--- config.mk ---
export PLATFORM = sky130hd
export DESIGN_NAME = tls_client_hello_parser_unit
export DESIGN_NICKNAME = d
export VERILOG_FILES = /design/src/tchp_pkg.sv /design/src/tls_client_hello_parser_unit.sv /design/src/tchp_front.sv /design/src/tchp_back.sv
export SDC_FILE = /design/constraint.sdc
export NUM_CORES = 1
export LEC_CHECK = 0
export BUFFER_PORTS_ARGS = -buffer_cell sky130_fd_sc_hd__buf_2
export CAP_MARGIN = 20
export CORE_ASPECT_RATIO = 0.7
export CORE_UTILIZATION = 29
export CTS_CLUSTER_DIAMETER = 40
export CTS_CLUSTER_SIZE = 20
export DETAILED_ROUTE_END_ITERATION = 12
export GPL_TIMING_DRIVEN = 0
export SYNTH_ARGS = -nofsm -noshare
export SYNTH_HDL_FRONTEND = slang
export SYNTH_SLANG_ARGS = --single-unit
--- constraint.sdc ---
create_clock -name clk -period 17.95 [get_ports clk]
set_input_delay 5.385 -clock clk [delete_from_list [all_inputs] [get_ports clk]]
set_output_delay 5.385 -clock clk [all_outputs]
set_load 0.02 [all_outputs]
--- src/tchp_pkg.sv ---
package tchp_pkg;

    localparam int unsigned RandomLen = 32;
    localparam logic [7:0] HostNameType = 8'h00;
    localparam logic [15:0] ExtSni = 16'd0;
    localparam logic [15:0] ExtGroups = 16'd10;
    localparam logic [15:0] ExtAlpn = 16'd16;
    localparam int unsigned QueueDepth = 4;

    typedef enum logic [4:0] {
        PH_VER, PH_RAND, PH_SID_LEN, PH_SID, PH_CS_LEN, PH_CS, PH_CM_LEN, PH_CM,
        PH_EXT_LEN, PH_EXT_HDR, PH_SNI_LEN, PH_SNI_HDR, PH_SNI_NAME, PH_SNI_OTHER,
        PH_ALPN_LEN, PH_ALPN_PLEN, PH_ALPN_NAME, PH_GRP_LEN, PH_GRP, PH_BODY_SKIP,
        PH_REGION_SKIP, PH_DONE
    } phase_t;

    typedef enum logic [3:0] {
        EV_VERSION = 4'd0, EV_RANDOM = 4'd1, EV_SESSION = 4'd2, EV_CIPHER = 4'd3,
        EV_COMPRESSION = 4'd4, EV_EXT_HEADER = 4'd5, EV_SNI_START = 4'd6,
        EV_SNI_BYTE = 4'd7, EV_ALPN_START = 4'd8, EV_ALPN_BYTE = 4'd9,
        EV_GROUP = 4'd10, EV_DONE = 4'd11, EV_TRUNCATED = 4'd12
    } event_kind_t;

    localparam logic [1:0] CfgCipher = 2'd0;
    localparam logic [1:0] CfgCompression = 2'd1;
    localparam logic [1:0] CfgExtension = 2'd2;
    localparam logic [1:0] CfgGroup = 2'd3;

    typedef struct packed {
        event_kind_t kind;
        logic [15:0] value;
        logic [15:0] extra;
        logic [15:0] position;
        logic        last;
    } event_t;

    // up to two events per byte
    typedef struct packed {
        logic   first_valid;
        event_t first;
        logic   second_valid;
        event_t second;
    } event_pair_t;

endpackage

--- src/tls_client_hello_parser_unit.sv ---
// A byte's events are registered in the event queue before they are offered.
// One byte per cycle is taken while the queue has a free entry; a byte with two events is offered as two transfers.
// The byte parser advances its state on each accepted byte; a four-entry event queue decouples output.
// Reset (rst_n, asynchronous, active low) clears parse state, queue and sets all
// clamp registers to all ones.
module tls_client_hello_parser_unit #(
    parameter int unsigned QUEUE_DEPTH = tchp_pkg::QueueDepth
) (
    input  logic        clk,
    input  logic        rst_n,
    input  logic        s_axis_tvalid,
    output logic        s_axis_tready,
    input  logic [7:0]  s_axis_tdata,   // [7:0] data_byte
    input  logic        s_axis_tlast,   // is_last
    output logic        m_axis_tvalid,
    input  logic        m_axis_tready,
    output logic [47:0] m_axis_tdata,   // [15:0] event_value, [31:16] event_extra,
                                        // [47:32] byte_position
    output logic [3:0]  m_axis_tuser,   // event_kind
    output logic        m_axis_tlast,   // last_of_run
    input  logic        cfg_valid,
    output logic        cfg_ready,
    input  logic [1:0]  cfg_index,
    input  logic [15:0] cfg_data
);
    import tchp_pkg::*;

    event_pair_t pair;
    event_t      ev;
    logic        accept;
    logic        can_push;

    // Take a byte whenever the queue has a free entry.
    assign s_axis_tready = can_push;
    assign accept = s_axis_tvalid && can_push;
    assign cfg_ready = 1'b1;

    tchp_front u_front (
        .clk       (clk),
        .rst_n     (rst_n),
        .in_valid  (accept),
        .data_byte (s_axis_tdata),
        .is_last   (s_axis_tlast),
        .cfg_write (cfg_valid),
        .cfg_index (cfg_index),
        .cfg_value (cfg_data),
        .pair      (pair)
    );

    // Bytes that produce no event are dropped before the queue.
    tchp_back #(.DEPTH(QUEUE_DEPTH)) u_back (
        .clk       (clk),
        .rst_n     (rst_n),
        .push      (accept && pair.first_valid),
        .pair      (pair),
        .can_push  (can_push),
        .out_valid (m_axis_tvalid),
        .out_ready (m_axis_tready),
        .out_event (ev)
    );

    assign m_axis_tdata = {ev.position, ev.extra, ev.value};
    assign m_axis_tuser = ev.kind;
    assign m_axis_tlast = ev.last;

endmodule

--- src/tchp_front.sv ---
module tchp_front (
    input  logic                 clk,
    input  logic                 rst_n,
    input  logic                 in_valid,
    input  logic [7:0]           data_byte,
    input  logic                 is_last,
    input  logic                 cfg_write,
    input  logic [1:0]           cfg_index,
    input  logic [15:0]          cfg_value,
    output tchp_pkg::event_pair_t pair
);
    import tchp_pkg::*;

    logic [15:0] cipher_unk_reg, ext_unk_reg, group_unk_reg;
    logic [7:0]  comp_unk_reg;

    phase_t      phase_reg, phase_next;
    logic [15:0] fc_reg, fc_next, flen_reg, flen_next;
    logic [7:0]  held_reg, held_next;
    logic [15:0] region_reg, region_next, body_reg, body_next;
    logic [15:0] list_reg, list_next, entry_reg, entry_next;
    logic        sni_reg, sni_next, alpn_reg, alpn_next, done_reg, done_next;

    event_pair_t pr;
    logic [15:0] w16, t16;
    logic        in_region, in_body;
    event_t      ev_a, ev_b;
    logic        va, vb;

    assign pair = pr;

    always_ff @(posedge clk or negedge rst_n)
    begin
        if (!rst_n)
        begin
            cipher_unk_reg <= 16'hFFFF;
            comp_unk_reg   <= 8'hFF;
            ext_unk_reg    <= 16'hFFFF;
            group_unk_reg  <= 16'hFFFF;
        end
        else if (cfg_write)
        begin
            case (cfg_index)
                CfgCipher:      cipher_unk_reg <= cfg_value;
                CfgCompression: comp_unk_reg   <= cfg_value[7:0];
                CfgExtension:   ext_unk_reg    <= cfg_value;
                CfgGroup:       group_unk_reg  <= cfg_value;
                default:        ;
            endcase
        end
    end

    always_ff @(posedge clk or negedge rst_n)
    begin
        if (!rst_n)
        begin
            phase_reg  <= PH_VER;
            fc_reg     <= '0;
            flen_reg   <= '0;
            held_reg   <= '0;
            region_reg <= '0;
            body_reg   <= '0;
            list_reg   <= '0;
            entry_reg  <= '0;
            sni_reg    <= 1'b0;
            alpn_reg   <= 1'b0;
            done_reg   <= 1'b0;
        end
        else if (in_valid)
        begin
            phase_reg  <= phase_next;
            fc_reg     <= fc_next;
            flen_reg   <= flen_next;
            held_reg   <= held_next;
            region_reg <= region_next;
            body_reg   <= body_next;
            list_reg   <= list_next;
            entry_reg  <= entry_next;
            sni_reg    <= sni_next;
            alpn_reg   <= alpn_next;
            done_reg   <= done_next;
        end
    end

    function automatic event_t mk(event_kind_t k, logic [15:0] v, logic [15:0] x,
                                  logic [15:0] p);
        event_t e;
        e.kind = k;
        e.value = v;
        e.extra = x;
        e.position = p;
        e.last = 1'b0;
        return e;
    endfunction

    function automatic logic [15:0] clamp(logic [15:0] v, logic [15:0] lim);
        return (v >= lim) ? lim : v;
    endfunction

    always_comb
    begin
        phase_next  = phase_reg;
        fc_next     = fc_reg;
        flen_next   = flen_reg;
        held_next   = held_reg;
        region_next = region_reg;
        body_next   = body_reg;
        list_next   = list_reg;
        entry_next  = entry_reg;
        sni_next    = sni_reg;
        alpn_next   = alpn_reg;
        done_next   = done_reg;
        va = 1'b0;
        vb = 1'b0;
        ev_a = mk(EV_DONE, '0, '0, '0);
        ev_b = mk(EV_DONE, '0, '0, '0);
        w16 = {held_reg, data_byte};
        t16 = '0;
        in_region = (phase_reg >= PH_EXT_HDR) && (phase_reg <= PH_REGION_SKIP);
        in_body = (phase_reg >= PH_SNI_LEN) && (phase_reg <= PH_BODY_SKIP);
        if (in_region)
            region_next = region_reg - 16'd1;
        if (in_body)
            body_next = body_reg - 16'd1;

        case (phase_reg)
            PH_VER:
            begin
                if (fc_reg == 16'd0)
                begin
                    held_next = data_byte;
                    fc_next = 16'd1;
                end
                else
                begin
                    va = 1'b1;
                    ev_a = mk(EV_VERSION, w16, '0, '0);
                    fc_next = '0;
                    phase_next = PH_RAND;
                end
            end
            PH_RAND:
            begin
                va = 1'b1;
                ev_a = mk(EV_RANDOM, {8'd0, data_byte}, '0, fc_reg);
                fc_next = fc_reg + 16'd1;
                if (fc_next >= 16'(RandomLen))
                begin
                    fc_next = '0;
                    phase_next = PH_SID_LEN;
                end
            end
            PH_SID_LEN:
            begin
                flen_next = {8'd0, data_byte};
                fc_next = '0;
                phase_next = (data_byte != 8'd0) ? PH_SID : PH_CS_LEN;
            end
            PH_SID:
            begin
                va = 1'b1;
                ev_a = mk(EV_SESSION, {8'd0, data_byte}, '0, fc_reg);
                fc_next = fc_reg + 16'd1;
                if (fc_next >= flen_reg)
                begin
                    fc_next = '0;
                    phase_next = PH_CS_LEN;
                end
            end
            PH_CS_LEN:
            begin
                if (fc_reg == 16'd0)
                begin
                    held_next = data_byte;
                    fc_next = 16'd1;
                end
                else
                begin
                    flen_next = w16;
                    fc_next = '0;
                    entry_next = '0;
                    phase_next = (w16 != 16'd0) ? PH_CS : PH_CM_LEN;
                end
            end
            PH_CS:
            begin
                if (fc_reg[0])
                begin
                    va = 1'b1;
                    ev_a = mk(EV_CIPHER, clamp(w16, cipher_unk_reg), entry_reg, entry_reg);
                    entry_next = entry_reg + 16'd1;
                end
                else
                    held_next = data_byte;
                fc_next = fc_reg + 16'd1;
                if (fc_next >= flen_reg)
                begin
                    fc_next = '0;
                    phase_next = PH_CM_LEN;
                end
            end
            PH_CM_LEN:
            begin
                flen_next = {8'd0, data_byte};
                fc_next = '0;
                entry_next = '0;
                phase_next = (data_byte != 8'd0) ? PH_CM : PH_EXT_LEN;
            end
            PH_CM:
            begin
                va = 1'b1;
                ev_a = mk(EV_COMPRESSION,
                          {8'd0, (data_byte >= comp_unk_reg) ? comp_unk_reg : data_byte},
                          fc_reg, fc_reg);
                fc_next = fc_reg + 16'd1;
                if (fc_next >= flen_reg)
                begin
                    fc_next = '0;
                    phase_next = PH_EXT_LEN;
                end
            end
            PH_EXT_LEN:
            begin
                if (fc_reg == 16'd0)
                begin
                    held_next = data_byte;
                    fc_next = 16'd1;
                end
                else
                begin
                    region_next = w16;
                    fc_next = '0;
                    if (w16 == 16'd0)
                    begin
                        va = 1'b1;
                        ev_a = mk(EV_DONE, '0, '0, '0);
                        phase_next = PH_DONE;
                        done_next = 1'b1;
                    end
                    else
                        phase_next = (w16 < 16'd4) ? PH_REGION_SKIP : PH_EXT_HDR;
                end
            end
            PH_EXT_HDR:
            begin
                if (fc_reg == 16'd0 || fc_reg == 16'd2)
                begin
                    held_next = data_byte;
                    fc_next = fc_reg + 16'd1;
                end
                else if (fc_reg == 16'd1)
                begin
                    flen_next = w16;
                    fc_next = 16'd2;
                end
                else
                begin
                    fc_next = '0;
                    if (w16 > region_next)
                        phase_next = PH_REGION_SKIP;
                    else
                    begin
                        body_next = w16;
                        t16 = clamp(flen_reg, ext_unk_reg);
                        va = 1'b1;
                        ev_a = mk(EV_EXT_HEADER, t16, w16, '0);
                        if (w16 == 16'd0)
                            phase_next = (region_next < 16'd4) ? PH_REGION_SKIP : PH_EXT_HDR;
                        else if (t16 == ExtSni && !sni_reg)
                        begin
                            sni_next = 1'b1;
                            phase_next = (w16 >= 16'd4) ? PH_SNI_LEN : PH_BODY_SKIP;
                        end
                        else if (t16 == ExtAlpn && !alpn_reg)
                        begin
                            alpn_next = 1'b1;
                            phase_next = (w16 >= 16'd2) ? PH_ALPN_LEN : PH_BODY_SKIP;
                        end
                        else if (t16 == ExtGroups)
                            phase_next = (w16 >= 16'd2) ? PH_GRP_LEN : PH_BODY_SKIP;
                        else
                            phase_next = PH_BODY_SKIP;
                    end
                end
            end
            PH_SNI_LEN, PH_ALPN_LEN, PH_GRP_LEN:
            begin
                if (fc_reg == 16'd0)
                begin
                    held_next = data_byte;
                    fc_next = 16'd1;
                end
                else
                begin
                    fc_next = '0;
                    entry_next = '0;
                    if (phase_reg == PH_GRP_LEN)
                    begin
                        t16 = (w16 > body_next) ? body_next : w16;
                        list_next = {t16[15:1], 1'b0};
                        phase_next = (list_next != 16'd0) ? PH_GRP : PH_BODY_SKIP;
                    end
                    else if (w16 > body_next)
                        phase_next = PH_BODY_SKIP;
                    else
                    begin
                        list_next = w16;
                        if (phase_reg == PH_SNI_LEN)
                            phase_next = (w16 < 16'd3) ? PH_BODY_SKIP : PH_SNI_HDR;
                        else
                            phase_next = (w16 == 16'd0) ? PH_BODY_SKIP : PH_ALPN_PLEN;
                    end
                end
            end
            PH_SNI_HDR:
            begin
                list_next = list_reg - 16'd1;
                if (fc_reg == 16'd0)
                begin
                    flen_next = {8'd0, data_byte};
                    fc_next = 16'd1;
                end
                else if (fc_reg == 16'd1)
                begin
                    held_next = data_byte;
                    fc_next = 16'd2;
                end
                else
                begin
                    fc_next = '0;
                    if (w16 > list_next)
                        phase_next = PH_BODY_SKIP;
                    else
                    begin
                        flen_next = w16;
                        if (flen_reg[7:0] == HostNameType)
                        begin
                            va = 1'b1;
                            ev_a = mk(EV_SNI_START, w16, entry_reg, '0);
                            if (w16 == 16'd0)
                            begin
                                entry_next = entry_reg + 16'd1;
                                phase_next = (list_next < 16'd3) ? PH_BODY_SKIP : PH_SNI_HDR;
                            end
                            else
                                phase_next = PH_SNI_NAME;
                        end
                        else if (w16 == 16'd0)
                            phase_next = (list_next < 16'd3) ? PH_BODY_SKIP : PH_SNI_HDR;
                        else
                            phase_next = PH_SNI_OTHER;
                    end
                end
            end
            PH_SNI_NAME, PH_SNI_OTHER:
            begin
                list_next = list_reg - 16'd1;
                if (phase_reg == PH_SNI_NAME)
                begin
                    va = 1'b1;
                    ev_a = mk(EV_SNI_BYTE, {8'd0, data_byte}, entry_reg, fc_reg);
                end
                fc_next = fc_reg + 16'd1;
                if (fc_next >= flen_reg)
                begin
                    if (phase_reg == PH_SNI_NAME)
                        entry_next = entry_reg + 16'd1;
                    fc_next = '0;
                    phase_next = (list_next < 16'd3) ? PH_BODY_SKIP : PH_SNI_HDR;
                end
            end
            PH_ALPN_PLEN:
            begin
                list_next = list_reg - 16'd1;
                if ({8'd0, data_byte} > list_next)
                    phase_next = PH_BODY_SKIP;
                else
                begin
                    va = 1'b1;
                    ev_a = mk(EV_ALPN_START, {8'd0, data_byte}, entry_reg, '0);
                    if (data_byte == 8'd0)
                    begin
                        entry_next = entry_reg + 16'd1;
                        fc_next = '0;
                        phase_next = (list_next == 16'd0) ? PH_BODY_SKIP : PH_ALPN_PLEN;
                    end
                    else
                    begin
                        flen_next = {8'd0, data_byte};
                        fc_next = '0;
                        phase_next = PH_ALPN_NAME;
                    end
                end
            end
            PH_ALPN_NAME:
            begin
                list_next = list_reg - 16'd1;
                va = 1'b1;
                ev_a = mk(EV_ALPN_BYTE, {8'd0, data_byte}, entry_reg, fc_reg);
                fc_next = fc_reg + 16'd1;
                if (fc_next >= flen_reg)
                begin
                    entry_next = entry_reg + 16'd1;
                    fc_next = '0;
                    phase_next = (list_next == 16'd0) ? PH_BODY_SKIP : PH_ALPN_PLEN;
                end
            end
            PH_GRP:
            begin
                list_next = list_reg - 16'd1;
                if (fc_reg == 16'd0)
                begin
                    held_next = data_byte;
                    fc_next = 16'd1;
                end
                else
                begin
                    va = 1'b1;
                    ev_a = mk(EV_GROUP, clamp(w16, group_unk_reg), entry_reg, entry_reg);
                    entry_next = entry_reg + 16'd1;
                    fc_next = '0;
                    if (list_next == 16'd0)
                        phase_next = PH_BODY_SKIP;
                end
            end
            default:
            begin
            end
        endcase

        // end of extension body, then end of region
        if (in_body && body_next == 16'd0)
        begin
            fc_next = '0;
            phase_next = (region_next < 16'd4) ? PH_REGION_SKIP : PH_EXT_HDR;
        end
        if (in_region && region_next == 16'd0)
        begin
            if (va)
            begin
                vb = 1'b1;
                ev_b = mk(EV_DONE, '0, '0, '0);
            end
            else
            begin
                va = 1'b1;
                ev_a = mk(EV_DONE, '0, '0, '0);
            end
            phase_next = PH_DONE;
            done_next = 1'b1;
        end
        if (is_last)
        begin
            if (!done_next)
            begin
                if (va)
                begin
                    vb = 1'b1;
                    ev_b = mk(EV_TRUNCATED, '0, '0, '0);
                end
                else
                begin
                    va = 1'b1;
                    ev_a = mk(EV_TRUNCATED, '0, '0, '0);
                end
            end
            phase_next  = PH_VER;
            fc_next     = '0;
            flen_next   = '0;
            held_next   = '0;
            region_next = '0;
            body_next   = '0;
            list_next   = '0;
            entry_next  = '0;
            sni_next    = 1'b0;
            alpn_next   = 1'b0;
            done_next   = 1'b0;
        end
        if (vb)
            ev_b.last = 1'b1;
        else
            ev_a.last = 1'b1;
        pr.first_valid  = va;
        pr.first        = ev_a;
        pr.second_valid = vb;
        pr.second       = ev_b;
    end

endmodule

--- src/tchp_back.sv ---
module tchp_back #(
    parameter int unsigned DEPTH = tchp_pkg::QueueDepth
) (
    input  logic                 clk,
    input  logic                 rst_n,
    input  logic                 push,
    input  tchp_pkg::event_pair_t pair,
    output logic                 can_push,
    output logic                 out_valid,
    input  logic                 out_ready,
    output tchp_pkg::event_t     out_event
);
    import tchp_pkg::*;

    localparam int unsigned AW = (DEPTH > 1) ? $clog2(DEPTH) : 1;

    event_pair_t mem [DEPTH];
    logic [AW-1:0] wr_reg, rd_reg;
    logic [AW:0]   count_reg;
    logic          half_reg;
    event_pair_t   head;
    logic          pop_entry, fire;

    assign head      = mem[rd_reg];
    assign out_valid = (count_reg != '0);
    assign out_event = half_reg ? head.second : head.first;
    assign fire      = out_valid && out_ready;
    assign pop_entry = fire && (half_reg || !head.second_valid);
    assign can_push  = (count_reg != (AW+1)'(DEPTH)) || pop_entry;

    always_ff @(posedge clk)
    begin
        if (push)
            mem[wr_reg] <= pair;
    end

    always_ff @(posedge clk or negedge rst_n)
    begin
        if (!rst_n)
        begin
            wr_reg    <= '0;
            rd_reg    <= '0;
            count_reg <= '0;
            half_reg  <= 1'b0;
        end
        else
        begin
            if (push)
                wr_reg <= (wr_reg == AW'(DEPTH - 1)) ? '0 : wr_reg + AW'(1);
            if (pop_entry)
                rd_reg <= (rd_reg == AW'(DEPTH - 1)) ? '0 : rd_reg + AW'(1);
            if (fire)
                half_reg <= !pop_entry;
            count_reg <= count_reg + (AW+1)'(push) - (AW+1)'(pop_entry);
        end
    end

endmodule

==> metrics.yaml <==
insertion_delay_ps: 580
synthCells: 2250
cts.clk_slew.worst_paths_ps: 60
fin_cells: 3493
worstSetupStartpoint: "m_axis_tready"
clockRootBuffer: "clkbuf_16"
start_util_pct: 29.5
synth_enable_flop_cells: 224
finalCriticalPeriod_ps: 11950
overflow: 0
cts_buffer_depth: 3
rsz0062_at_grt: "false"
fin_tns_setup_ps: 0
fmax_mhz: 83.7
yosysTopAreaCell: "edfxtp_1"
num_vias: 19290
ys_seq_area_share_pct: 46.9
avgViaCountPerCell: 5.52
drc: 0
period_share_pct: 66.6
synth_xor_area_share_pct: 2.09
ir_drop_uv: 66.3
synth_compound_area_share_pct: 15.4
area_growth_pct: 14.3
placedCellCount: 3409
largest_register_ffs: 224
seqCellArea_um2: 11200
synth_top_area_share_pct: 28.1
finalSetupViolCount: 0
crit_path_max_fanout: 4
drt_wl_total_um: 79100
wl_per_cell_um: 22.6
grt_pass1_vias: 18445
top_layer: "met5"
cts-hold-fix-buffers: 0
fin_ws_ps: 6000
dieArea_um2: 83600
critical_path_class: "input pin to output port"
leakage_nw: 10.5
routabilityCongestion: 0.998
met2_length_um: 31800
grt_use_total_pct: 18.6
htree_levels: 2
pre_cts_slack_ps: 6010
cts_buffers: 43
dp_hpwl_um: 59100
synth_area_per_cell_um2: 10.6
fp.coreArea_um2: 81100
internal-power_mw: 2.27
hold_viol: 0
cp.arrival_ps: 6560
synth.area.top_cells: "edfxtp_1 (28%), dfrtp_1 (13%), ha_1 (7.1%)"
relSlewSlack_pct: 15.5
post-route-util_pct: 33.7
synthDistinctLibCells: 94
power.share.switching_pct: 41.2
yosysWarnings: 0
clock-sinks: 400
drive_above_1_share_pct: 16.5
cts_tree: "built"
synthArstFlopShare_pct: 44.0
final_max_slew_viol_count: 0
cts.repair.resized: 0
syn-cell-area_um2: 23900
power_frac_clock_pct: 23.8
ys.flop_type: "edfxtp_1"
fill_cells: 8232
wirelength_met1_um: 37000
tightest_slew_ps: 1260
r2r_cells: 23
multi_input_area_um2: 11700
drt_iter0_drc: 2097
nNetsFinal: 2558
grt_max_degree: 72
status: "finished clean"
fp.dieW_um: 345
grt_pass1_wl_um: 119000
met3_length_um: 8490
synth-simple-area-share_pct: 15.9
post-cts-setup-buffers: 0
die_height_um: 242
numPortBuffers: 84
regMostFlops: "u_back.mem"
final_antenna_net_count: 0
syn-num-nets: 2419
start_kind: "input pin"
io_pins: 88
seqPwrFrac_pct: 34.7
min_path_type: "flip-flop to flip-flop"
power.density_nw_per_um2: 141
hp-start: "u_front.cipher_unk_reg[5]"
crit_path_end_kind: "output port"
synth-seq-cells: 400
first_pass_iters: 6
max_cap_violations: 0
required_ps: 12560
final_common_cell: "edfxtp_1"
antenna_found_initial: 2
p_sw_mw: 1.59
fin_skew_ps: 27.1
reg2reg_from: "u_front.phase_reg[4]"
most-common-layout-cells: "edfxtp_1 (224), nand2_1 (185), o21ai_0 (155), nor2_1 (138), ha_1 (136)"
hold_depth: 2
combPwrFrac_pct: 41.5
synth_top_family_by_area: "simple AND/OR/NAND/NOR gates"
muxShareOfSynthArea_pct: 8.43
synthAdderAreaFrac_pct: 7.20
row_count: 87
==> worst max-delay path, stage by stage <==
cell and delay [ps]:
buf_2 100, nand2_1 70, a21oi_1 100, or4b_2 720, buf_2 190
==> cell usage after synthesis (all sizes together), types with 14 or more instances <==
library cell  number
nor2b             27
a211oi            23
nand4             33
xor2              23
dfrtp            120
nor4              39
ha               136
a22oi             18
edfxtp           224
a21o              25
inv              111
nand3             60
clkbuf           109
nor3              49
mux4              56
nand2            187
o31ai             18
a31oi             17
or4               14
xnor2             34
a21oi            117
dfstp             56
o211ai            15
mux2              61
a22o              59
nor2             139
nand2b            21
o21ai            158
buf               26
or3               19
and3              18
and2              76
==> power groups by stage <==
stage               clock network, mW  registers (mW)  logic, mW
floorplan                           0            1.28       1.08
global placement                    0            1.36       1.56
detailed placement                  0            1.35       1.58
CTS                             0.934            1.33       1.59
global route                    0.969            1.36       1.74
finish                          0.919            1.34       1.60
==> routing by layer <==
layer  vias to the layer above  global-route usage (%)
li1                       8744                       -
met1                      9530                    27.5
met2                       888                    25.9
met3                       126                    6.06
met4                         2                    4.21
met5                         -                       0
==> cell families after synthesis <==
kind of cell | Yosys count
XOR/XNOR | 57
multiplexers | 123
flip-flops | 400
adder cells (fa/ha/maj) | 137
AND/OR/NAND/NOR | 733
buffers and inverters | 246
other | 1
AO/OA/AOI/OAI | 553
==> layout make-up <==
type                            count  area share (%)
Multi-Input combinational cell   1604            43.0
Sequential cell                   400            41.0
Tap cell                         1068            4.89
Clock buffer                       47            4.03
Timing Repair Buffer               94            2.16
Buffer                            135            2.07
Inverter                          111            1.53
Clock inverter                     31            1.33
Antenna cell                        3          0.0275
==> stage by stage <==
step	total power [mW]	hold slack (ps)	instance area, µm²
floorplan	2.36	468	23900
global placement	2.91	506	25700
detailed placement	2.93	508	25800
CTS	3.86	518	27300
global route	4.07	538	27300
finish	3.86	518	27300
==> worst paths after layout <==
check                                       endpoint  slack, ps
hold / removal             u_front.cipher_unk_reg[5]        520
setup reg to reg                 u_back.count_reg[2]      11430
max in group asynchronous        u_front.list_reg[7]      12150
setup / recovery                       s_axis_tready       6000
min in group asynchronous      u_front.region_reg[9]       4730
hold reg to reg            u_front.cipher_unk_reg[5]        520
No activity file was read; power rests on OpenSTA's default activity.
